==> config.mk <==
export PLATFORM = sky130hd
export DESIGN_NAME = newton_bisection_root_finder_unit_flat
export DESIGN_NICKNAME = d
export VERILOG_FILES = /design/src/nbr_pkg.sv /design/src/nbr_if.sv /design/src/newton_bisection_root_finder_unit.sv /design/src/flat_wrapper.sv
export VERILOG_INCLUDE_DIRS = /design/src /design/src/src
export SDC_FILE = /design/constraint.sdc
export NUM_CORES = 2
export LEC_CHECK = 0
export BUFFER_PORTS_ARGS = -buffer_cell sky130_fd_sc_hd__buf_2
export CAP_MARGIN = 20
export CELL_PAD_IN_SITES_DETAIL_PLACEMENT = 0
export CELL_PAD_IN_SITES_GLOBAL_PLACEMENT = 1
export CORE_MARGIN = 2
export CORE_UTILIZATION = 45
export DETAILED_ROUTE_END_ITERATION = 16
export PLACE_DENSITY = 0.84
export SLEW_MARGIN = 20
export SYNTH_ARGS = -nofsm -noshare
export SYNTH_HDL_FRONTEND = slang
export SYNTH_SLANG_ARGS = --single-unit
==> constraint.sdc <==
create_clock -name clk_i -period 24.5 [get_ports clk_i]
set_clock_uncertainty 0.2 [all_clocks]
set_input_delay 1.225 -clock clk_i [delete_from_list [all_inputs] [get_ports clk_i]]
set_output_delay 1.225 -clock clk_i [all_outputs]
set_load 0.02 [all_outputs]
==> src/newton_bisection_root_finder_unit_assert.svh <==
// Assertion macros for the root finder
`ifndef NEWTON_BISECTION_ROOT_FINDER_UNIT_ASSERT_SVH
`define NEWTON_BISECTION_ROOT_FINDER_UNIT_ASSERT_SVH
// property must hold every cycle out of reset
`define NBR_ASSERT(lbl, prop) \
  lbl: assert property (@(posedge clk_i) disable iff (!rst_ni) (prop)) \
    else $error("nbr check failed");
// antecedent implies consequent in the next cycle
`define NBR_ASSERT_NEXT(lbl, ante, cons) \
  lbl: assert property (@(posedge clk_i) disable iff (!rst_ni) (ante) |=> (cons)) \
    else $error("nbr check failed");
`endif

==> src/nbr_pkg.sv <==
package nbr_pkg;
  localparam int unsigned CfgIdxW = 2;
  localparam logic [CfgIdxW-1:0] CFG_X_TOL     = 2'd0;
  localparam logic [CfgIdxW-1:0] CFG_F_TOL     = 2'd1;
  localparam logic [CfgIdxW-1:0] CFG_MAX_EVALS = 2'd2;

  localparam logic [1:0] ST_EVAL      = 2'd0;
  localparam logic [1:0] ST_CONVERGED = 2'd1;
  localparam logic [1:0] ST_OUT_ITER  = 2'd2;
  localparam logic [1:0] ST_BAD_START = 2'd3;

  localparam logic REQ_START = 1'b0;
  localparam logic REQ_EVAL  = 1'b1;

  typedef enum logic [5:0] {
    S_IDLE  = 6'b000001,
    S_SLOW  = 6'b000010,
    S_DIV   = 6'b000100,
    S_NEWT  = 6'b001000,
    S_FIN   = 6'b010000,
    S_OUT   = 6'b100000
  } state_e;
endpackage

==> src/nbr_if.sv <==
interface nbr_req_if #(parameter int W = 32);
  logic         valid;
  logic         ready;
  logic         req_type;
  logic [W-1:0] lower_x;
  logic [W-1:0] upper_x;
  logic [W-1:0] lower_f;
  logic [W-1:0] upper_f;
  logic [W-1:0] guess_x;
  logic [W-1:0] f_value;
  logic [W-1:0] df_value;
  modport source (output valid, req_type, lower_x, upper_x, lower_f, upper_f,
                  guess_x, f_value, df_value, input ready);
  modport sink (input valid, req_type, lower_x, upper_x, lower_f, upper_f,
                guess_x, f_value, df_value, output ready);
endinterface

interface nbr_res_if #(parameter int W = 32);
  logic         valid;
  logic         ready;
  logic [1:0]   status;
  logic [W-1:0] x_out;
  logic [7:0]   eval_count;
  modport source (output valid, status, x_out, eval_count, input ready);
  modport sink (input valid, status, x_out, eval_count, output ready);
endinterface

interface nbr_cfg_if;
  logic        valid;
  logic        ready;
  logic [1:0]  index;
  logic [31:0] data;
  modport source (output valid, index, data, input ready);
  modport sink (input valid, index, data, output ready);
endinterface

==> src/newton_bisection_root_finder_unit.sv <==
// Bracketed Newton/bisection root finder, signed fixed point (FRAC_BITS fraction
// bits). One request at a time; req.ready stays low until the result held in the
// output register has been taken. The result register loads at the accepting
// edge for a start or an evaluation while idle, at the next edge (in S_OUT) when
// |f| is already inside f_tol, in S_FIN after the S_SLOW slowness test when the
// step bisects, and in S_FIN after S_SLOW, S_DIV and S_NEWT when a Newton step is
// tried. One shared shift-and-add unit does the work: in S_SLOW it forms
// |prev step|*|f'| one multiplier bit per cycle, then in S_DIV it runs the
// restoring division (|f| << FRAC_BITS)/|f'| one quotient bit per cycle.
module newton_bisection_root_finder_unit import nbr_pkg::*; #(
  parameter int FRAC_BITS   = 16,
  parameter int VALUE_WIDTH = 32
) (
  input logic clk_i,
  input logic rst_ni,
  nbr_req_if.sink   req,
  nbr_res_if.source res,
  nbr_cfg_if.sink   cfg
);
  localparam int W  = VALUE_WIDTH;
  localparam int NW = W + FRAC_BITS;       // dividend / quotient width
  localparam int DW = W + NW;              // {remainder, dividend}; holds the product too
  localparam int CW = $clog2(DW + 1);
  localparam logic signed [W-1:0] VMAX = {1'b0, {(W-1){1'b1}}};
  localparam logic signed [W-1:0] VMIN = {1'b1, {(W-1){1'b0}}};

  state_e state_q, state_d;
  logic [30:0] x_tol_q, f_tol_q;
  logic [7:0]  max_evals_q;
  logic signed [W-1:0] root_q, lo_q, hi_q, lof_q, ns_q, nsp_q;
  logic [7:0] evals_q;
  logic       run_q;
  logic signed [W-1:0] f_q, df_q;
  logic [W-1:0] fm_q, dfm_q;
  // shared shift/add unit
  logic [DW-1:0] acc_q, opa_q;
  logic [W-1:0]  opb_q;
  logic [CW-1:0] cnt_q;
  logic          rvalid_q;
  logic [1:0]    rstat_q;
  logic signed [W-1:0] rx_q;
  logic [7:0]    rcnt_q;

  function automatic logic [W-1:0] magf(logic signed [W-1:0] v);
    return v[W-1] ? W'(-v) : W'(v);
  endfunction

  function automatic logic signed [W-1:0] satsub(logic signed [W-1:0] a,
                                                logic signed [W-1:0] b);
    logic signed [W:0] d;
    d = {a[W-1], a} - {b[W-1], b};
    if (d[W] != d[W-1]) return d[W] ? VMIN : VMAX;
    return d[W-1:0];
  endfunction

  assign cfg.ready = 1'b1;
  assign req.ready = (state_q == S_IDLE) && !rvalid_q;
  assign res.valid = rvalid_q;
  assign res.status = rstat_q;
  assign res.x_out = rx_q;
  assign res.eval_count = rcnt_q;

  always_ff @(posedge clk_i or negedge rst_ni) begin
    if (!rst_ni) begin
      x_tol_q <= 31'd66;
      f_tol_q <= 31'd66;
      max_evals_q <= 8'd100;
    end else if (cfg.valid) begin
      unique case (cfg.index)
        CFG_X_TOL:     x_tol_q <= cfg.data[30:0];
        CFG_F_TOL:     f_tol_q <= cfg.data[30:0];
        CFG_MAX_EVALS: max_evals_q <= cfg.data[7:0];
        default: ;
      endcase
    end
  end

  // Newton candidate, evaluated after division
  logic [DW-1:0] q_w;
  logic signed [W-1:0] step_w, xn_w, half_w;
  logic [W:0] diff_w;
  logic neg_w, outb_w;
  always_comb begin
    q_w = DW'(acc_q[NW-1:0]);   // quotient lives in acc after division
    neg_w = f_q[W-1] != df_q[W-1];
    if (neg_w) begin
      step_w = (q_w > DW'({1'b1, {(W-1){1'b0}}})) ? VMIN : W'(-q_w);
    end else begin
      step_w = (q_w > DW'(VMAX)) ? VMAX : W'(q_w);
    end
    xn_w = satsub(root_q, step_w);
    outb_w = (xn_w < lo_q) || (xn_w > hi_q);
    diff_w = {hi_q[W-1], hi_q} - {lo_q[W-1], lo_q};
    half_w = (hi_q >= lo_q) ? W'(diff_w >> 1) : '0;
  end

  // remainder stays below the divisor, so the shifted remainder fits in W bits
  logic [W:0] trial_w;
  always_comb trial_w = {1'b0, acc_q[DW-2 -: W]} - {1'b0, opb_q};

  always_ff @(posedge clk_i or negedge rst_ni) begin
    if (!rst_ni) begin
      state_q <= S_IDLE;
      run_q <= 1'b0;
      evals_q <= '0;
      rvalid_q <= 1'b0;
      root_q <= '0; lo_q <= '0; hi_q <= '0; lof_q <= '0; ns_q <= '0; nsp_q <= '0;
      f_q <= '0; df_q <= '0; fm_q <= '0; dfm_q <= '0;
      acc_q <= '0; opa_q <= '0; opb_q <= '0; cnt_q <= '0;
      rstat_q <= ST_EVAL; rx_q <= '0; rcnt_q <= '0;
    end else begin
      state_q <= state_d;
      if (rvalid_q && res.ready) rvalid_q <= 1'b0;
      unique case (state_q)
        S_IDLE: if (req.valid && req.ready) begin
          if (req.req_type == REQ_START) begin
            run_q <= 1'b0;
            evals_q <= '0;
            rvalid_q <= 1'b1;
            rcnt_q <= '0;
            if ($signed(req.guess_x) < $signed(req.lower_x) ||
                $signed(req.guess_x) > $signed(req.upper_x)) begin
              rstat_q <= ST_BAD_START; rx_q <= '0;
            end else if (magf(req.lower_f) < W'(f_tol_q)) begin
              rstat_q <= ST_CONVERGED; rx_q <= req.lower_x;
            end else if (magf(req.upper_f) < W'(f_tol_q)) begin
              rstat_q <= ST_CONVERGED; rx_q <= req.upper_x;
            end else begin
              root_q <= req.guess_x; lo_q <= req.lower_x; hi_q <= req.upper_x;
              lof_q <= req.lower_f;
              ns_q <= satsub(req.lower_x, req.upper_x);
              nsp_q <= satsub(req.lower_x, req.upper_x);
              rx_q <= req.guess_x;
              if (max_evals_q == 0) rstat_q <= ST_OUT_ITER;
              else begin
                rstat_q <= ST_EVAL; run_q <= 1'b1;
              end
            end
          end else if (!run_q) begin
            rvalid_q <= 1'b1; rstat_q <= ST_BAD_START; rx_q <= '0; rcnt_q <= evals_q;
          end else begin
            f_q <= req.f_value; df_q <= req.df_value;
            fm_q <= magf(req.f_value); dfm_q <= magf(req.df_value);
            evals_q <= evals_q + 8'd1;
            if (req.f_value[W-1] != lof_q[W-1]) hi_q <= root_q;
            else begin
              lo_q <= root_q; lof_q <= req.f_value;
            end
            // product |prev step| * |f'| by shift-add
            acc_q <= '0;
            opa_q <= DW'(magf(nsp_q));
            opb_q <= magf(req.df_value);
            cnt_q <= CW'(W);
          end
        end
        S_SLOW: begin
          if (cnt_q != 0) begin
            if (opb_q[0]) acc_q <= acc_q + opa_q;
            opa_q <= opa_q << 1;
            opb_q <= opb_q >> 1;
            cnt_q <= cnt_q - 1'b1;
          end else begin
            nsp_q <= ns_q;
            // set up restoring divide of fm << FRAC_BITS by dfm
            acc_q <= {{W{1'b0}}, fm_q, {FRAC_BITS{1'b0}}};
            opb_q <= dfm_q;
            cnt_q <= CW'(NW);
          end
        end
        S_DIV: if (cnt_q != 0) begin
          // acc_q holds {remainder, dividend bits still to go, quotient so far}
          if (!trial_w[W]) begin
            acc_q <= {trial_w[W-1:0], acc_q[NW-2:0], 1'b1};
          end else begin
            acc_q <= {acc_q[DW-2:0], 1'b0};
          end
          cnt_q <= cnt_q - 1'b1;
        end
        S_NEWT: begin
          if (outb_w) begin
            ns_q <= -half_w; root_q <= lo_q + half_w;
          end else begin
            ns_q <= step_w; root_q <= xn_w;
          end
        end
        S_FIN: begin
          rvalid_q <= 1'b1;
          rx_q <= root_q;
          rcnt_q <= evals_q;
          if (magf(ns_q) < W'(x_tol_q)) begin
            rstat_q <= ST_CONVERGED; run_q <= 1'b0;
          end else if (evals_q >= max_evals_q) begin
            rstat_q <= ST_OUT_ITER; run_q <= 1'b0;
          end else rstat_q <= ST_EVAL;
        end
        S_OUT: begin
          // converged on f before stepping
          rvalid_q <= 1'b1; rx_q <= root_q; rcnt_q <= evals_q;
          rstat_q <= ST_CONVERGED; run_q <= 1'b0;
        end
        default: ;
      endcase
      // bisection directly after slowness test
      if (state_q == S_SLOW && cnt_q == 0 &&
          (df_q == 0 || ((DW'(fm_q) << (FRAC_BITS + 1)) > acc_q))) begin
        ns_q <= -half_w; root_q <= lo_q + half_w;
      end
    end
  end

  always_comb begin
    state_d = state_q;
    unique case (state_q)
      S_IDLE: if (req.valid && req.ready && req.req_type == REQ_EVAL && run_q) begin
        state_d = (magf(req.f_value) < W'(f_tol_q)) ? S_OUT : S_SLOW;
      end
      S_SLOW: if (cnt_q == 0) begin
        state_d = (df_q == 0 || ((DW'(fm_q) << (FRAC_BITS + 1)) > acc_q)) ? S_FIN : S_DIV;
      end
      S_DIV:  if (cnt_q == 0) state_d = S_NEWT;
      S_NEWT: state_d = S_FIN;
      S_FIN:  state_d = S_IDLE;
      S_OUT:  state_d = S_IDLE;
      default: state_d = S_IDLE;
    endcase
  end

`include "newton_bisection_root_finder_unit_assert.svh"
  `NBR_ASSERT(a_onehot, $onehot(state_q))
  `NBR_ASSERT(a_busy_not_ready, (state_q == S_IDLE) || !req.ready)
  `NBR_ASSERT_NEXT(a_fin_result, state_q == S_FIN, rvalid_q && state_q == S_IDLE)
  `NBR_ASSERT_NEXT(a_div_done, state_q == S_DIV && cnt_q == 0, state_q == S_NEWT)
endmodule

==> src/flat_wrapper.sv <==
// flat-port wrapper written by rule: the top's interface ports become plain ports
module newton_bisection_root_finder_unit_flat import nbr_pkg::*;
#(
  parameter int FRAC_BITS   = 16,
  parameter int VALUE_WIDTH = 32
)
  (clk_i, rst_ni, req_valid, req_req_type, req_lower_x, req_upper_x, req_lower_f, req_upper_f, req_guess_x, req_f_value, req_df_value, req_ready, res_valid, res_status, res_x_out, res_eval_count, res_ready, cfg_valid, cfg_index, cfg_data, cfg_ready);
  nbr_req_if #(.W(32)) req_i ();
  nbr_res_if #(.W(32)) res_i ();
  nbr_cfg_if cfg_i ();
  input logic clk_i;
  input logic rst_ni;
  input wire logic [$bits(req_i.valid)-1:0] req_valid;
  input wire logic [$bits(req_i.req_type)-1:0] req_req_type;
  input wire logic [$bits(req_i.lower_x)-1:0] req_lower_x;
  input wire logic [$bits(req_i.upper_x)-1:0] req_upper_x;
  input wire logic [$bits(req_i.lower_f)-1:0] req_lower_f;
  input wire logic [$bits(req_i.upper_f)-1:0] req_upper_f;
  input wire logic [$bits(req_i.guess_x)-1:0] req_guess_x;
  input wire logic [$bits(req_i.f_value)-1:0] req_f_value;
  input wire logic [$bits(req_i.df_value)-1:0] req_df_value;
  output wire logic [$bits(req_i.ready)-1:0] req_ready;
  output wire logic [$bits(res_i.valid)-1:0] res_valid;
  output wire logic [$bits(res_i.status)-1:0] res_status;
  output wire logic [$bits(res_i.x_out)-1:0] res_x_out;
  output wire logic [$bits(res_i.eval_count)-1:0] res_eval_count;
  input wire logic [$bits(res_i.ready)-1:0] res_ready;
  input wire logic [$bits(cfg_i.valid)-1:0] cfg_valid;
  input wire logic [$bits(cfg_i.index)-1:0] cfg_index;
  input wire logic [$bits(cfg_i.data)-1:0] cfg_data;
  output wire logic [$bits(cfg_i.ready)-1:0] cfg_ready;
  assign req_i.valid = req_valid;
  assign req_i.req_type = req_req_type;
  assign req_i.lower_x = req_lower_x;
  assign req_i.upper_x = req_upper_x;
  assign req_i.lower_f = req_lower_f;
  assign req_i.upper_f = req_upper_f;
  assign req_i.guess_x = req_guess_x;
  assign req_i.f_value = req_f_value;
  assign req_i.df_value = req_df_value;
  assign req_ready = req_i.ready;
  assign res_valid = res_i.valid;
  assign res_status = res_i.status;
  assign res_x_out = res_i.x_out;
  assign res_eval_count = res_i.eval_count;
  assign res_i.ready = res_ready;
  assign cfg_i.valid = cfg_valid;
  assign cfg_i.index = cfg_index;
  assign cfg_i.data = cfg_data;
  assign cfg_ready = cfg_i.ready;
  newton_bisection_root_finder_unit #(.FRAC_BITS(FRAC_BITS), .VALUE_WIDTH(VALUE_WIDTH)) u_core (.clk_i(clk_i), .rst_ni(rst_ni), .req(req_i), .res(res_i), .cfg(cfg_i));
endmodule
==> out/metrics.csv <==
metric,value,unit
CP endpoint kind,flip-flop,
Post-synth EDFFs,0,
Final Max Slew Viols,0,
I/O pin total,309,
GP Congestion,0.976,
required time worst endpoint,24.83,ns
met3 WL post-DR,12.8,mm
routed length per instance,23.9,µm
synthesized area per cell,8.04,µm²
NumNets Final,7466,
WL met1,79.8,mm
final hold viol count,0,
CP peak stage delay,0.82,ns
initial antenna violation count,7,
total gr overflow,0,
most frequent cells in the layout,"888 x nand2_1, 575 x dfrtp_1, 571 x o21ai_0",
"Clk pin slew, worst setup/hold paths",0.06,ns
Critical-path top delay cell,a221oi_1,
# rows,125,
initial core utilization,45.2,%
number of distinct library cells after synthesis,101,
root buf cell,clkbuf_16,
"Seq/Total Area, Yosys",28.0,%
vias per inst,6.15,
Fmax,76.2,MHz
crit start category,flip-flop,
worst slew pin tran,1.21,ns
first-pass GRT wire length,297,mm
Die Width,345,µm
layout cells sized above 1,9.67,%
#FFs+latches synth,584,
crit path max fanout,58,
async set-reset flop share out of synthesis,100,%
# resized after CTS,0,
Mapped Cells,6505,
largest net degree at the start of global routing,147,
Pre-antenna DRT Iters,9,
chip height,345,µm
CP endpoint,u_core.ns_q[24]$_DFFE_PN0P_,
highest routed layer,met5,
r2r worst-path depth,37,
Core Area,116000,µm²
# DRC,0,
total number of vias,50760,
WS Path Type,flip-flop to flip-flop,
FF-to-FF End,u_core.ns_q[24]$_DFFE_PN0P_,
post-DP HPWL,152,mm
Worst-Skew Late Latency,0.68,ns
unrepaired setup endpoints after global routing,no,
Max Cap Viol,0,
worst path arrival time,13.46,ns
period utilization,53.6,%
crit path time final,13.12,ns
Synthesis Warnings,0,
slew margin rel.,19.1,%
Final ANT Viol Nets,0,
CTS tree,yes,
"non-filler cells, final",8250,
drt total wl,197,mm
post-CTS setup buffer count,0,
IO Port Bufs,306,
run status,completed,
register area,14600,µm²
syn_nets,7311,
H-tree Lvls,3,
Clock Sinks,584,
DRT iter0 DRCs,4624,
Post-Syn Area,52300,µm²
Max Root-Sink Buffers,3,
flop2flop setup slack,11.38,ns
die area,119000,µm²
fillcell total,11291,
placed cells,8106,
Worst R2R Start,u_core.acc_q[46]$_DFFE_PN0P_,
# hold bufs at CTS,0,
most common library cell in the layout ignoring fill and taps,nand2_1,
Num CTS Buffers,75,
Tightest Hold Check Type,flip-flop to flip-flop,
Area growth syn-to-layout,11.0,%
setup TNS,0,ns
multi-input logic area,35300,µm²
top_reg_cell synth,dfrtp_1,
# setup viols final,0,
Setup crit start,u_core.acc_q[46]$_DFFE_PN0P_,
DR WL met2,92.2,mm
total track usage,32.6,%
vias in the first global route,49010,
## per-stage QoR
step	util (%)	setup slack [ns]	hold slack, ns	instance area [µm²]
floorplan	-	14.74	0.239	52300
global placement	47.8	11.56	0.248	55300
detailed placement	47.8	11.46	0.254	55300
CTS	50.1	11.44	0.268	58000
global route	50.1	11.03	0.288	58000
finish	50.1	11.38	0.265	58000
## synth_stat cells (all sizes together) (68+ instances only)
library cell  number  area share (%)
a21o             178             2.6
a21oi            455             4.4
a221oi            68             1.2
clkbuf           266             1.9
dfrtp            576              28
ha               536              13
inv              373             2.7
mux2i            160             3.1
nand2            891             6.4
nand2b            77            0.92
nand3            136             1.3
nand4             75            0.90
nor2             436             3.1
nor3              96            0.92
o21a              90             1.3
o21ai            592             5.7
o31ai             80             1.2
xnor2            240             4.0
xor2             145             2.4
## layer usage
metal	global-route usage [%]	vias up
met1	40.7	24399
met2	54.4	1937
met4	17.4	4
met3	4.64	479
li1	-	23941
met5	0	-
## layout make-up
cell class | count | share of cell area [%]
diodes | 4 | 0.0172
clock buffers | 104 | 3.73
clock inverters | 35 | 0.878
inverters | 374 | 2.42
multi-input cells | 5251 | 60.9
flip-flops and latches | 584 | 25.2
well taps | 1524 | 3.29
repair buffers | 374 | 3.61
## worst max-delay path: cells and delay by family (launching register included)
family                     cells  cell delay (ns)
and+or+nand+nor                7             2.91
muxes                          1             0.79
DFF                            1             0.45
adders and majority gates      3             1.04
AOI/OAI and AO/OA             21             6.05
buffers and inverters          4             1.33
xor gates and xnor gates       1             0.14
## worst min-delay path by stage
stage                                                 endpoint                                 start  cells after the start  slack, ns
final                     u_core.res.eval_count[6]$_DFFE_PN0P_  u_core.res.eval_count[6]$_DFFE_PN0P_                      2       0.27
after global routing      u_core.res.eval_count[4]$_DFFE_PN0P_  u_core.res.eval_count[4]$_DFFE_PN0P_                      2       0.29
after CTS                 u_core.res.eval_count[6]$_DFFE_PN0P_  u_core.res.eval_count[6]$_DFFE_PN0P_                      2       0.27
after detailed placement  u_core.res.eval_count[0]$_DFFE_PN0P_  u_core.res.eval_count[0]$_DFFE_PN0P_                      2       0.25
after global placement    u_core.res.eval_count[1]$_DFFE_PN0P_  u_core.res.eval_count[1]$_DFFE_PN0P_                      2       0.25
after floorplan                    u_core.cnt_q[5]$_DFFE_PN0P_           u_core.cnt_q[5]$_DFFE_PN0P_                      1       0.24
## flip-flops by register name (all words and copies together), names as in the netlist, 8 cells and up
name and count:
u_core.acc_q 80, u_core.df_q 31, u_core.dfm_q 32, u_core.evals_q 8, u_core.f_tol_q 31, u_core.fm_q 32
u_core.hi_q 32, u_core.lo_q 32, u_core.max_evals_q 8, u_core.ns_q 32, u_core.nsp_q 32, u_core.opa_q 80
u_core.opb_q 32, u_core.res.eval_count 8, u_core.res.x_out 32, u_core.root_q 32, u_core.x_tol_q 31
## kinds of logic after synthesis
kind of cell,count (synthesis),share of synthesized area [%]
and+or+nand+nor,2105,18.8
AOI/OAI and AO/OA,1998,24.5
buffers and inverters,670,4.89
DFF,584,28.0
adders and majority gates,551,13.2
xor gates and xnor gates,385,6.45
muxes,211,4.17
other,1,0.00717
Power is not shown: default switching activity piles up to over one toggle a cycle in this logic, so the estimate is an artifact.
